$ cat src/hdl/xoshiro256_jump_engine_assert.svh
// Assertion macros for the xoshiro256 jump engine.
// Needs a clock named clock and a reset named reset in the including scope.
`ifndef XOSHIRO256_JUMP_ENGINE_ASSERT_SVH
`define XOSHIRO256_JUMP_ENGINE_ASSERT_SVH

// same-cycle implication
`define XJE_ASSERT_NOW(label, ante, cons) \
   label: assert property (@(posedge clock) disable iff (reset) (ante) |-> (cons)) \
      else $error("xjump: assertion failed");

// next-cycle implication
`define XJE_ASSERT_NEXT(label, ante, cons) \
   label: assert property (@(posedge clock) disable iff (reset) (ante) |=> (cons)) \
      else $error("xjump: assertion failed");

`endif

$ cat src/hdl/xjump_pkg.sv
// Shared types, constants and the xoshiro256 state transition for the jump engine.
// No dependencies.
package xjump_pkg;

   localparam int WORD_W    = 64;
   localparam int HALF_W    = WORD_W / 2;
   localparam int NUM_WORDS = 4;
   localparam int IDX_W     = 2;
   localparam int POLY_W    = WORD_W * NUM_WORDS;
   localparam int CNT_W     = 8;
   localparam int REQ_W     = 72;
   localparam int RSP_W     = 72;

   localparam logic [1:0] FUNC_SEED  = 2'd0;
   localparam logic [1:0] FUNC_SHORT = 2'd1;
   localparam logic [1:0] FUNC_LONG  = 2'd2;

   localparam logic [IDX_W-1:0] LAST_POS = 2'd3;

   localparam logic [WORD_W-1:0] SM_GAMMA = 64'h9e3779b97f4a7c15;
   localparam logic [WORD_W-1:0] SM_MUL1  = 64'hbf58476d1ce4e5b9;
   localparam logic [WORD_W-1:0] SM_MUL2  = 64'h94d049bb133111eb;

   localparam logic [POLY_W-1:0] JUMP_SHORT = {
      64'h39abdc4529b1661c, 64'ha9582618e03fc9aa,
      64'hd5a61266f0c9392c, 64'h180ec6d33cfd0aba};
   localparam logic [POLY_W-1:0] JUMP_LONG = {
      64'h39109bb02acbe635, 64'h77710069854ee241,
      64'hc5004e441c522fb3, 64'h76e15d3efefdcbbf};

   typedef logic [NUM_WORDS-1:0][WORD_W-1:0] state_type;

   typedef struct packed {
      logic              done;
      logic [WORD_W-1:0] value;
   } mix_out_type;

   typedef struct packed {
      logic              start;
      logic              long_sel;
      logic              seed_wr;
      logic [IDX_W-1:0]  seed_index;
      logic [WORD_W-1:0] seed_value;
   } jump_ctrl_type;

   function automatic state_type xoshiro_advance(input state_type s);
      state_type         r;
      logic [WORD_W-1:0] t;
      r = s;
      t = r[1] << 17;
      r[2] = r[2] ^ r[0];
      r[3] = r[3] ^ r[1];
      r[1] = r[1] ^ r[2];
      r[0] = r[0] ^ r[3];
      r[2] = r[2] ^ t;
      r[3] = {r[3][18:0], r[3][63:19]};
      return r;
   endfunction

endpackage

$ cat src/hdl/xoshiro256_jump_engine.sv
// xoshiro256 jump engine. A seed item (tuser 0) runs through the SplitMix64 mixer, whose two
// 64-bit multiplies each run as three passes through one 32x32 multiplier, and the mixed word
// is then stored. A take item (tuser 1 or 2) returns the four state words, one per cycle at
// best, the last with tlast, then jumps the state by 2^128 or 2^192 steps, one generator
// advance per cycle. No item is accepted until a seed or take is done; tuser 3 is dropped.
// Depends on xjump_pkg, xjump_mix, xjump_jump and xoshiro256_jump_engine_assert.svh.
`include "xoshiro256_jump_engine_assert.svh"

module xoshiro256_jump_engine
   import xjump_pkg::*;
(
   input  logic             clock,
   input  logic             reset,
   input  logic             req_tvalid,
   output logic             req_tready,
   input  logic [REQ_W-1:0] req_tdata,   // word_index[1:0], seed_bits[65:2], zero pad
   input  logic [1:0]       req_tuser,   // func[1:0]
   output logic             rsp_tvalid,
   input  logic             rsp_tready,
   output logic [RSP_W-1:0] rsp_tdata,   // state_word[63:0], word_position[65:64], zero pad
   output logic             rsp_tlast
);

   localparam logic [1:0] ST_IDLE = 2'd0;
   localparam logic [1:0] ST_MIX  = 2'd1;
   localparam logic [1:0] ST_EMIT = 2'd2;
   localparam logic [1:0] ST_JUMP = 2'd3;

   logic [1:0]       state_ff, state_in;
   logic [IDX_W-1:0] pos_ff, pos_in;
   logic [IDX_W-1:0] index_ff, index_in;
   logic             long_ff, long_in;
   logic             valid_ff, valid_in;
   logic             req_fire, rsp_fire;
   logic             mix_start;
   mix_out_type      mix_out;
   jump_ctrl_type    jump_ctrl;
   state_type        gen_state;
   logic             jump_done;

   assign req_tready = (state_ff == ST_IDLE);
   assign req_fire   = req_tvalid && req_tready;
   assign rsp_fire   = valid_ff && rsp_tready;
   assign mix_start  = req_fire && (req_tuser == FUNC_SEED);

   xjump_mix u_mix (
      .clock   (clock),
      .reset   (reset),
      .start   (mix_start),
      .seed    (req_tdata[WORD_W+IDX_W-1:IDX_W]),
      .mix_out (mix_out)
   );

   assign jump_ctrl.start      = (state_ff == ST_EMIT) && rsp_fire && (pos_ff == LAST_POS);
   assign jump_ctrl.long_sel   = long_ff;
   assign jump_ctrl.seed_wr    = mix_out.done;
   assign jump_ctrl.seed_index = index_ff;
   assign jump_ctrl.seed_value = mix_out.value;

   xjump_jump u_jump (
      .clock     (clock),
      .reset     (reset),
      .ctrl      (jump_ctrl),
      .gen_state (gen_state),
      .done      (jump_done)
   );

   always_comb begin
      state_in = state_ff;
      pos_in   = pos_ff;
      index_in = index_ff;
      long_in  = long_ff;
      valid_in = valid_ff;
      case (state_ff)
         ST_IDLE: begin
            if (req_fire) begin
               case (req_tuser)
                  FUNC_SEED: begin
                     index_in = req_tdata[IDX_W-1:0];
                     state_in = ST_MIX;
                  end
                  FUNC_SHORT, FUNC_LONG: begin
                     long_in  = (req_tuser == FUNC_LONG);
                     pos_in   = '0;
                     valid_in = 1'b1;
                     state_in = ST_EMIT;
                  end
                  default: begin
                     state_in = ST_IDLE;
                  end
               endcase
            end
         end
         ST_MIX: begin
            if (mix_out.done) begin
               state_in = ST_IDLE;
            end
         end
         ST_EMIT: begin
            if (rsp_fire) begin
               if (pos_ff == LAST_POS) begin
                  valid_in = 1'b0;
                  state_in = ST_JUMP;
               end else begin
                  pos_in = pos_ff + 1'b1;
               end
            end
         end
         ST_JUMP: begin
            if (jump_done) begin
               state_in = ST_IDLE;
            end
         end
         default: begin
            state_in = ST_IDLE;
            valid_in = 1'b0;
         end
      endcase
   end

   always_ff @(posedge clock) begin
      if (reset) begin
         state_ff <= ST_IDLE;
         valid_ff <= 1'b0;
         pos_ff   <= '0;
      end else begin
         state_ff <= state_in;
         valid_ff <= valid_in;
         pos_ff   <= pos_in;
      end
      index_ff <= index_in;
      long_ff  <= long_in;
   end

   assign rsp_tvalid = valid_ff;
   assign rsp_tdata  = {{(RSP_W-WORD_W-IDX_W){1'b0}}, pos_ff, gen_state[pos_ff]};
   assign rsp_tlast  = (pos_ff == LAST_POS);

   `XJE_ASSERT_NOW(a_busy_while_emit, rsp_tvalid, !req_tready)
   `XJE_ASSERT_NEXT(a_seed_no_output, req_tvalid && req_tready && req_tuser == FUNC_SEED, !rsp_tvalid)
   `XJE_ASSERT_NEXT(a_last_ends_take, rsp_tvalid && rsp_tready && rsp_tlast, !rsp_tvalid && !req_tready)
   `XJE_ASSERT_NOW(a_jump_silent, state_ff == ST_JUMP, !rsp_tvalid)

endmodule

$ cat src/hdl/xjump_mix.sv
// SplitMix64 seed mixer on one shared 32x32 multiplier, three partial products per multiply.
// Depends on xjump_pkg.
module xjump_mix
   import xjump_pkg::*;
(
   input  logic              clock,
   input  logic              reset,
   input  logic              start,
   input  logic [WORD_W-1:0] seed,
   output mix_out_type       mix_out
);

   localparam logic [2:0] PH_LL   = 3'd0;
   localparam logic [2:0] PH_LH   = 3'd1;
   localparam logic [2:0] PH_HL   = 3'd2;
   localparam logic [2:0] PH_ADD  = 3'd3;
   localparam logic [2:0] PH_FOLD = 3'd4;

   logic              busy_ff, busy_in;
   logic              done_ff, done_in;
   logic              round_ff, round_in;
   logic [2:0]        phase_ff, phase_in;
   logic [WORD_W-1:0] z_ff, z_in;
   logic [WORD_W-1:0] acc_ff, acc_in;
   logic [WORD_W-1:0] mp_ff, mp_in;
   logic [WORD_W-1:0] mul_const;
   logic [WORD_W-1:0] pre;
   logic [HALF_W-1:0] op_a, op_b;
   logic [WORD_W-1:0] prod;

   assign mul_const = round_ff ? SM_MUL2 : SM_MUL1;
   assign pre       = seed + SM_GAMMA;
   assign prod      = {{HALF_W{1'b0}}, op_a} * {{HALF_W{1'b0}}, op_b};

   always_comb begin
      case (phase_ff)
         PH_LL: begin
            op_a = z_ff[HALF_W-1:0];
            op_b = mul_const[HALF_W-1:0];
         end
         PH_LH: begin
            op_a = z_ff[HALF_W-1:0];
            op_b = mul_const[WORD_W-1:HALF_W];
         end
         PH_HL: begin
            op_a = z_ff[WORD_W-1:HALF_W];
            op_b = mul_const[HALF_W-1:0];
         end
         default: begin
            op_a = '0;
            op_b = '0;
         end
      endcase
   end

   always_comb begin
      busy_in  = busy_ff;
      done_in  = 1'b0;
      round_in = round_ff;
      phase_in = phase_ff;
      z_in     = z_ff;
      acc_in   = acc_ff;
      mp_in    = mp_ff;
      if (!busy_ff) begin
         if (start) begin
            z_in     = pre ^ (pre >> 30);
            phase_in = PH_LL;
            round_in = 1'b0;
            busy_in  = 1'b1;
         end
      end else begin
         case (phase_ff)
            PH_LL: begin
               mp_in    = prod;
               phase_in = PH_LH;
            end
            PH_LH: begin
               mp_in    = prod;
               acc_in   = mp_ff;
               phase_in = PH_HL;
            end
            PH_HL: begin
               mp_in    = prod;
               acc_in   = acc_ff + {mp_ff[HALF_W-1:0], {HALF_W{1'b0}}};
               phase_in = PH_ADD;
            end
            PH_ADD: begin
               acc_in   = acc_ff + {mp_ff[HALF_W-1:0], {HALF_W{1'b0}}};
               phase_in = PH_FOLD;
            end
            PH_FOLD: begin
               phase_in = PH_LL;
               if (!round_ff) begin
                  z_in     = acc_ff ^ (acc_ff >> 27);
                  round_in = 1'b1;
               end else begin
                  z_in    = acc_ff ^ (acc_ff >> 31);
                  busy_in = 1'b0;
                  done_in = 1'b1;
               end
            end
            default: begin
               phase_in = PH_LL;
               busy_in  = 1'b0;
            end
         endcase
      end
   end

   always_ff @(posedge clock) begin
      if (reset) begin
         busy_ff  <= 1'b0;
         done_ff  <= 1'b0;
         round_ff <= 1'b0;
         phase_ff <= PH_LL;
      end else begin
         busy_ff  <= busy_in;
         done_ff  <= done_in;
         round_ff <= round_in;
         phase_ff <= phase_in;
      end
      z_ff   <= z_in;
      acc_ff <= acc_in;
      mp_ff  <= mp_in;
   end

   assign mix_out.done  = done_ff;
   assign mix_out.value = z_ff;

endmodule

$ cat src/hdl/xjump_jump.sv
// Generator state and jump unit: one xoshiro256 advance and conditional accumulate per cycle.
// Depends on xjump_pkg.
module xjump_jump
   import xjump_pkg::*;
(
   input  logic          clock,
   input  logic          reset,
   input  jump_ctrl_type ctrl,
   output state_type     gen_state,
   output logic          done
);

   state_type         gen_state_ff, gen_state_in;
   state_type         acc_ff, acc_in;
   state_type         acc_next;
   logic [CNT_W-1:0]  cnt_ff, cnt_in;
   logic              busy_ff, busy_in;
   logic              long_ff, long_in;
   logic              done_ff, done_in;
   logic              poly_bit;

   assign poly_bit = long_ff ? JUMP_LONG[cnt_ff] : JUMP_SHORT[cnt_ff];
   assign acc_next = poly_bit ? (acc_ff ^ gen_state_ff) : acc_ff;

   always_comb begin
      gen_state_in = gen_state_ff;
      acc_in       = acc_ff;
      cnt_in       = cnt_ff;
      busy_in      = busy_ff;
      long_in      = long_ff;
      done_in      = 1'b0;
      if (ctrl.start) begin
         acc_in  = '0;
         cnt_in  = '0;
         busy_in = 1'b1;
         long_in = ctrl.long_sel;
      end else if (busy_ff) begin
         if (&cnt_ff) begin
            gen_state_in = acc_next;
            busy_in      = 1'b0;
            done_in      = 1'b1;
         end else begin
            gen_state_in = xoshiro_advance(gen_state_ff);
            acc_in       = acc_next;
            cnt_in       = cnt_ff + 1'b1;
         end
      end else if (ctrl.seed_wr) begin
         gen_state_in[ctrl.seed_index] = ctrl.seed_value;
      end
   end

   always_ff @(posedge clock) begin
      if (reset) begin
         gen_state_ff <= '0;
         busy_ff      <= 1'b0;
         done_ff      <= 1'b0;
         cnt_ff       <= '0;
         long_ff      <= 1'b0;
      end else begin
         gen_state_ff <= gen_state_in;
         busy_ff      <= busy_in;
         done_ff      <= done_in;
         cnt_ff       <= cnt_in;
         long_ff      <= long_in;
      end
      acc_ff <= acc_in;
   end

   assign gen_state = gen_state_ff;
   assign done      = done_ff;

endmodule

$ cat config.mk
export PLATFORM = sky130hd
export DESIGN_NAME = xoshiro256_jump_engine
export DESIGN_NICKNAME = d
export VERILOG_FILES = /design/src/hdl/xjump_pkg.sv /design/src/hdl/xoshiro256_jump_engine.sv /design/src/hdl/xjump_mix.sv /design/src/hdl/xjump_jump.sv
export VERILOG_INCLUDE_DIRS = /design/src /design/src/hdl
export SDC_FILE = /design/constraint.sdc
export NUM_CORES = 2
export LEC_CHECK = 0
export BUFFER_PORTS_ARGS = -buffer_cell sky130_fd_sc_hd__buf_4
export CAP_MARGIN = 20
export CELL_PAD_IN_SITES_DETAIL_PLACEMENT = 1
export CELL_PAD_IN_SITES_GLOBAL_PLACEMENT = 2
export CORE_MARGIN = 8
export CORE_UTILIZATION = 35
export CTS_CLUSTER_SIZE = 40
export DETAILED_ROUTE_END_ITERATION = 6
export HOLD_SLACK_MARGIN = 0.02
export PLACE_DENSITY_LB_ADDON = 0.1
export SLEW_MARGIN = 25
export SYNTH_ARGS = -nofsm -noshare
export SYNTH_HDL_FRONTEND = slang
export SYNTH_SLANG_ARGS = --single-unit
$ cat constraint.sdc
create_clock -name clock -period 10.5 [get_ports clock]
set_input_delay 2.1 -clock clock [delete_from_list [all_inputs] [get_ports clock]]
set_output_delay 2.1 -clock clock [all_outputs]
set_load 0.01 [all_outputs]
==> results.md <==
* Outcome: complete, no violations
* CP most frequent cell: sky130_fd_sc_hd__fa_1
* Drt pass-1 iters at 5
* Number of warnings reported in the yosys synthesis log at 0
* Mean Syn Cell Area at 8.677 µm²
* Period utilization at 96.13%
* Final Hold Violating Endpoints at 0
* GR Overflow Total at 0
* Prevailing post-synth register cell: sky130_fd_sc_hd__dfxtp_1
* CTS Root Cell: sky130_fd_sc_hd__clkbuf_16
* Cell Area, Synth at 0.07236 mm²
* Area growth syn-to-layout at 10.92%
* Drt first-iter violations at 3749
* Final number of max-transition violations at 0
* Clk sink count at 731
* Depth of the CTS H-tree at 3
* Longest Clk Path Bufs at 3
* Leading cell types by total area after synthesis: sky130_fd_sc_hd__fa_1, sky130_fd_sc_hd__dfxtp_1, sky130_fd_sc_hd__edfxtp_1, sky130_fd_sc_hd__ha_1, sky130_fd_sc_hd__inv_1
* Instance area at placement at 0.07718 mm²
* Nature of the critical path startpoint: flip-flop
* EDFF count, synth at 195
* Total DRC errors in the routed layout at 0
* Via count of the first global-routing pass at 63926
* Worst hold-check path type: flip-flop to flip-flop
* Final design instance area without fill at 0.08026 mm²
* Cell with the largest stage delay on the worst path: sky130_fd_sc_hd__nor2_2
* Transition time at the pin with the least slew margin at 1.085 ns
* HPWL after detailed placement at 234400 µm
* Std cell rows at 167
* Highest-count cells in the layout ignoring fill and taps: sky130_fd_sc_hd__inv_1, sky130_fd_sc_hd__nand2_1, sky130_fd_sc_hd__nor2_1
* Leading cell type in the layout, fill and taps excluded: sky130_fd_sc_hd__inv_1
* Routed WL at 301900 µm
* Core Area at 0.2062 mm²
* Number of resized instances in the post-cts repair step at 0
* Die span in x at 470.7 µm
* Layout cells sized above 1 at 7.825%
* Clock transition at path regs at 0.06 ns
* Yosys top cell area share at 22.27%
* Total I/O pin count at 153
* Achievable Freq at 0.09907 GHz
* Routability-driven placement congestion ratio at 0.9076
* Final worst slack at 0.4058 ns
* Critical path class: flip-flop to flip-flop
* Count of distinct cell types in the synthesized netlist at 85
* Post-CTS Repair Setup Buffers at 0
* DIE HEIGHT at 470.7 µm
* Fillcell total at 23933
* Post-cts hold buffer count at 0
* Via count at 59643
* Type of destination of the critical path: flip-flop
* CP arrival at 10.53 ns
* Critical Path Max Stage Delay at 0.72 ns
* Relative max-transition margin at 27.15%
* Number of failing setup endpoints in the final timing report at 0
* Async set-or-reset flop fraction in the synthesized netlist at 0%
* Required @ worst endpoint at 10.94 ns
* Leading area contributor after synthesis: sky130_fd_sc_hd__fa_1
* Starting density of the core at 35.09%
* Maximum capacitance violations at 0
* Post-place setup slack at 0.3049 ns
* Post-layout minimum cycle time at 10.09 ns
* Buffers on Ports at 140
* Largest fanout of any net on the critical path at 18
* Num CTS Buffers at 90
* Aggregate global-route resource usage at 26.55%
* Global-route wire length before repair at 441800 µm
* Routed WL per cell at 27.06 µm
* Largest net degree at the start of global routing at 170
* Gate count of the mapped netlist at 8339
* Sequential area share after synthesis at 22.92%
* CTS tree: yes
* Max Clock Skew at 0.02992 ns
* Die outline area at 0.2215 mm²
* Worst skew pair latency at 0.71 ns
* Post-Route Hold Slack at 0.5137 ns
* Number of nets in the finished design at 9655
* Remaining antenna violation count at 0
* Setup repair after global routing missed its margin: yes
* Antenna violations before repair at 13
* DR vias/cell at 5.345
* #FFs+latches synth at 731
==> stage by stage <==
step / setup TNS, ns / utilization, % / std cells
floorplan: 0 / - / 8344
global placement: 0 / 37.42 / 10986
detailed placement: 0 / 37.43 / 10986
CTS: 0 / 38.89 / 11149
global route: -0.03811 / 38.91 / 11152
finish: 0 / 38.92 / 11158
==> synth_stat cells, types with 49 or more instances <==
cell type,count
sky130_fd_sc_hd__nor3_1,58
sky130_fd_sc_hd__dfxtp_1,536
sky130_fd_sc_hd__xnor2_1,365
sky130_fd_sc_hd__nand2_1,939
sky130_fd_sc_hd__edfxtp_1,195
sky130_fd_sc_hd__a21o_1,59
sky130_fd_sc_hd__mux2i_1,49
sky130_fd_sc_hd__nand2b_1,58
sky130_fd_sc_hd__fa_1,805
sky130_fd_sc_hd__clkbuf_1,368
sky130_fd_sc_hd__mux4_2,64
sky130_fd_sc_hd__ha_1,396
sky130_fd_sc_hd__xor2_1,455
sky130_fd_sc_hd__o21a_1,57
sky130_fd_sc_hd__nand3_1,99
sky130_fd_sc_hd__o211ai_1,52
sky130_fd_sc_hd__a21oi_1,437
sky130_fd_sc_hd__a31oi_1,81
sky130_fd_sc_hd__o21ai_0,463
sky130_fd_sc_hd__a22oi_1,78
sky130_fd_sc_hd__nor2_1,898
sky130_fd_sc_hd__inv_1,1150
==> state kept, by name, indices dropped and copies added (netlist names), named ones only <==
register	flops
u_jump.acc_ff	256
u_mix.mp_ff	64
u_mix.z_ff	64
u_jump.done	1
u_mix.round_ff	1
state_ff	2
index_ff	2
u_mix.done_ff	1
u_jump.long_ff	1
u_mix.phase_ff	3
long_ff	1
u_jump.gen_state	256
u_jump.busy_ff	1
rsp_tvalid	1
pos_ff	2
u_mix.acc_ff	64
u_mix.busy_ff	1
u_jump.cnt_ff	8
==> logic make-up after synthesis <==
logic type | Yosys count | synth area share [%]
simple gates | 2324 | 13.57
fa+ha+maj | 1201 | 29.12
mux | 129 | 2.919
buf+inv | 1583 | 8.286
flops | 731 | 22.92
compound gates | 1546 | 13.13
xor+xnor | 824 | 10.05
other cells | 1 | 0.005182
==> worst paths after layout <==
check | startpoint | endpoint | slack [ns] | cells past startpoint
worst max-delay path | u_mix.phase_ff[2] | u_mix.mp_ff[61] | 0.41 | 32
worst min-delay path | long_ff | u_jump.long_ff | 0.51 | 2
worst max register to register | u_mix.phase_ff[2] | u_mix.mp_ff[61] | 0.41 | 32
worst min register to register | long_ff | u_jump.long_ff | 0.51 | 2
==> layer usage <==
metal	track usage (%)	vias to the layer above	share of wire (%)
met4	10.01	4	4.3
met1	32.39	30866	41
met2	48.37	1172	51
met3	2.502	403	3.2
met5	0	-	0.010
li1	-	27198	-
==> worst max-delay path: cells and delay by family, from the launching register on <==
family | cells | cell delay, ns
adder cells (fa/ha/maj) | 9 | 4.27
buffers and inverters | 9 | 1.17
XOR/XNOR | 1 | 0.09
flip-flops | 1 | 0.40
AO/OA/AOI/OAI | 9 | 2.30
AND/OR/NAND/NOR | 4 | 1.55
==> cell type report <==
class	instances	area, µm²	share of cell area [%]
Sequential cell	731	16600	20.68
Timing Repair Buffer	371	2925	3.645
Clock inverter	38	420.4	0.5238
Tap cell	2704	3383	4.215
Clock buffer	125	2606	3.247
Inverter	1152	4324	5.387
Antenna cell	7	17.52	0.02182
Multi-Input combinational cell	6030	49980	62.28
Power is left out: the tool's default activity adds up to more than one toggle a clock period on the data nets, which glitch-free logic cannot reach.
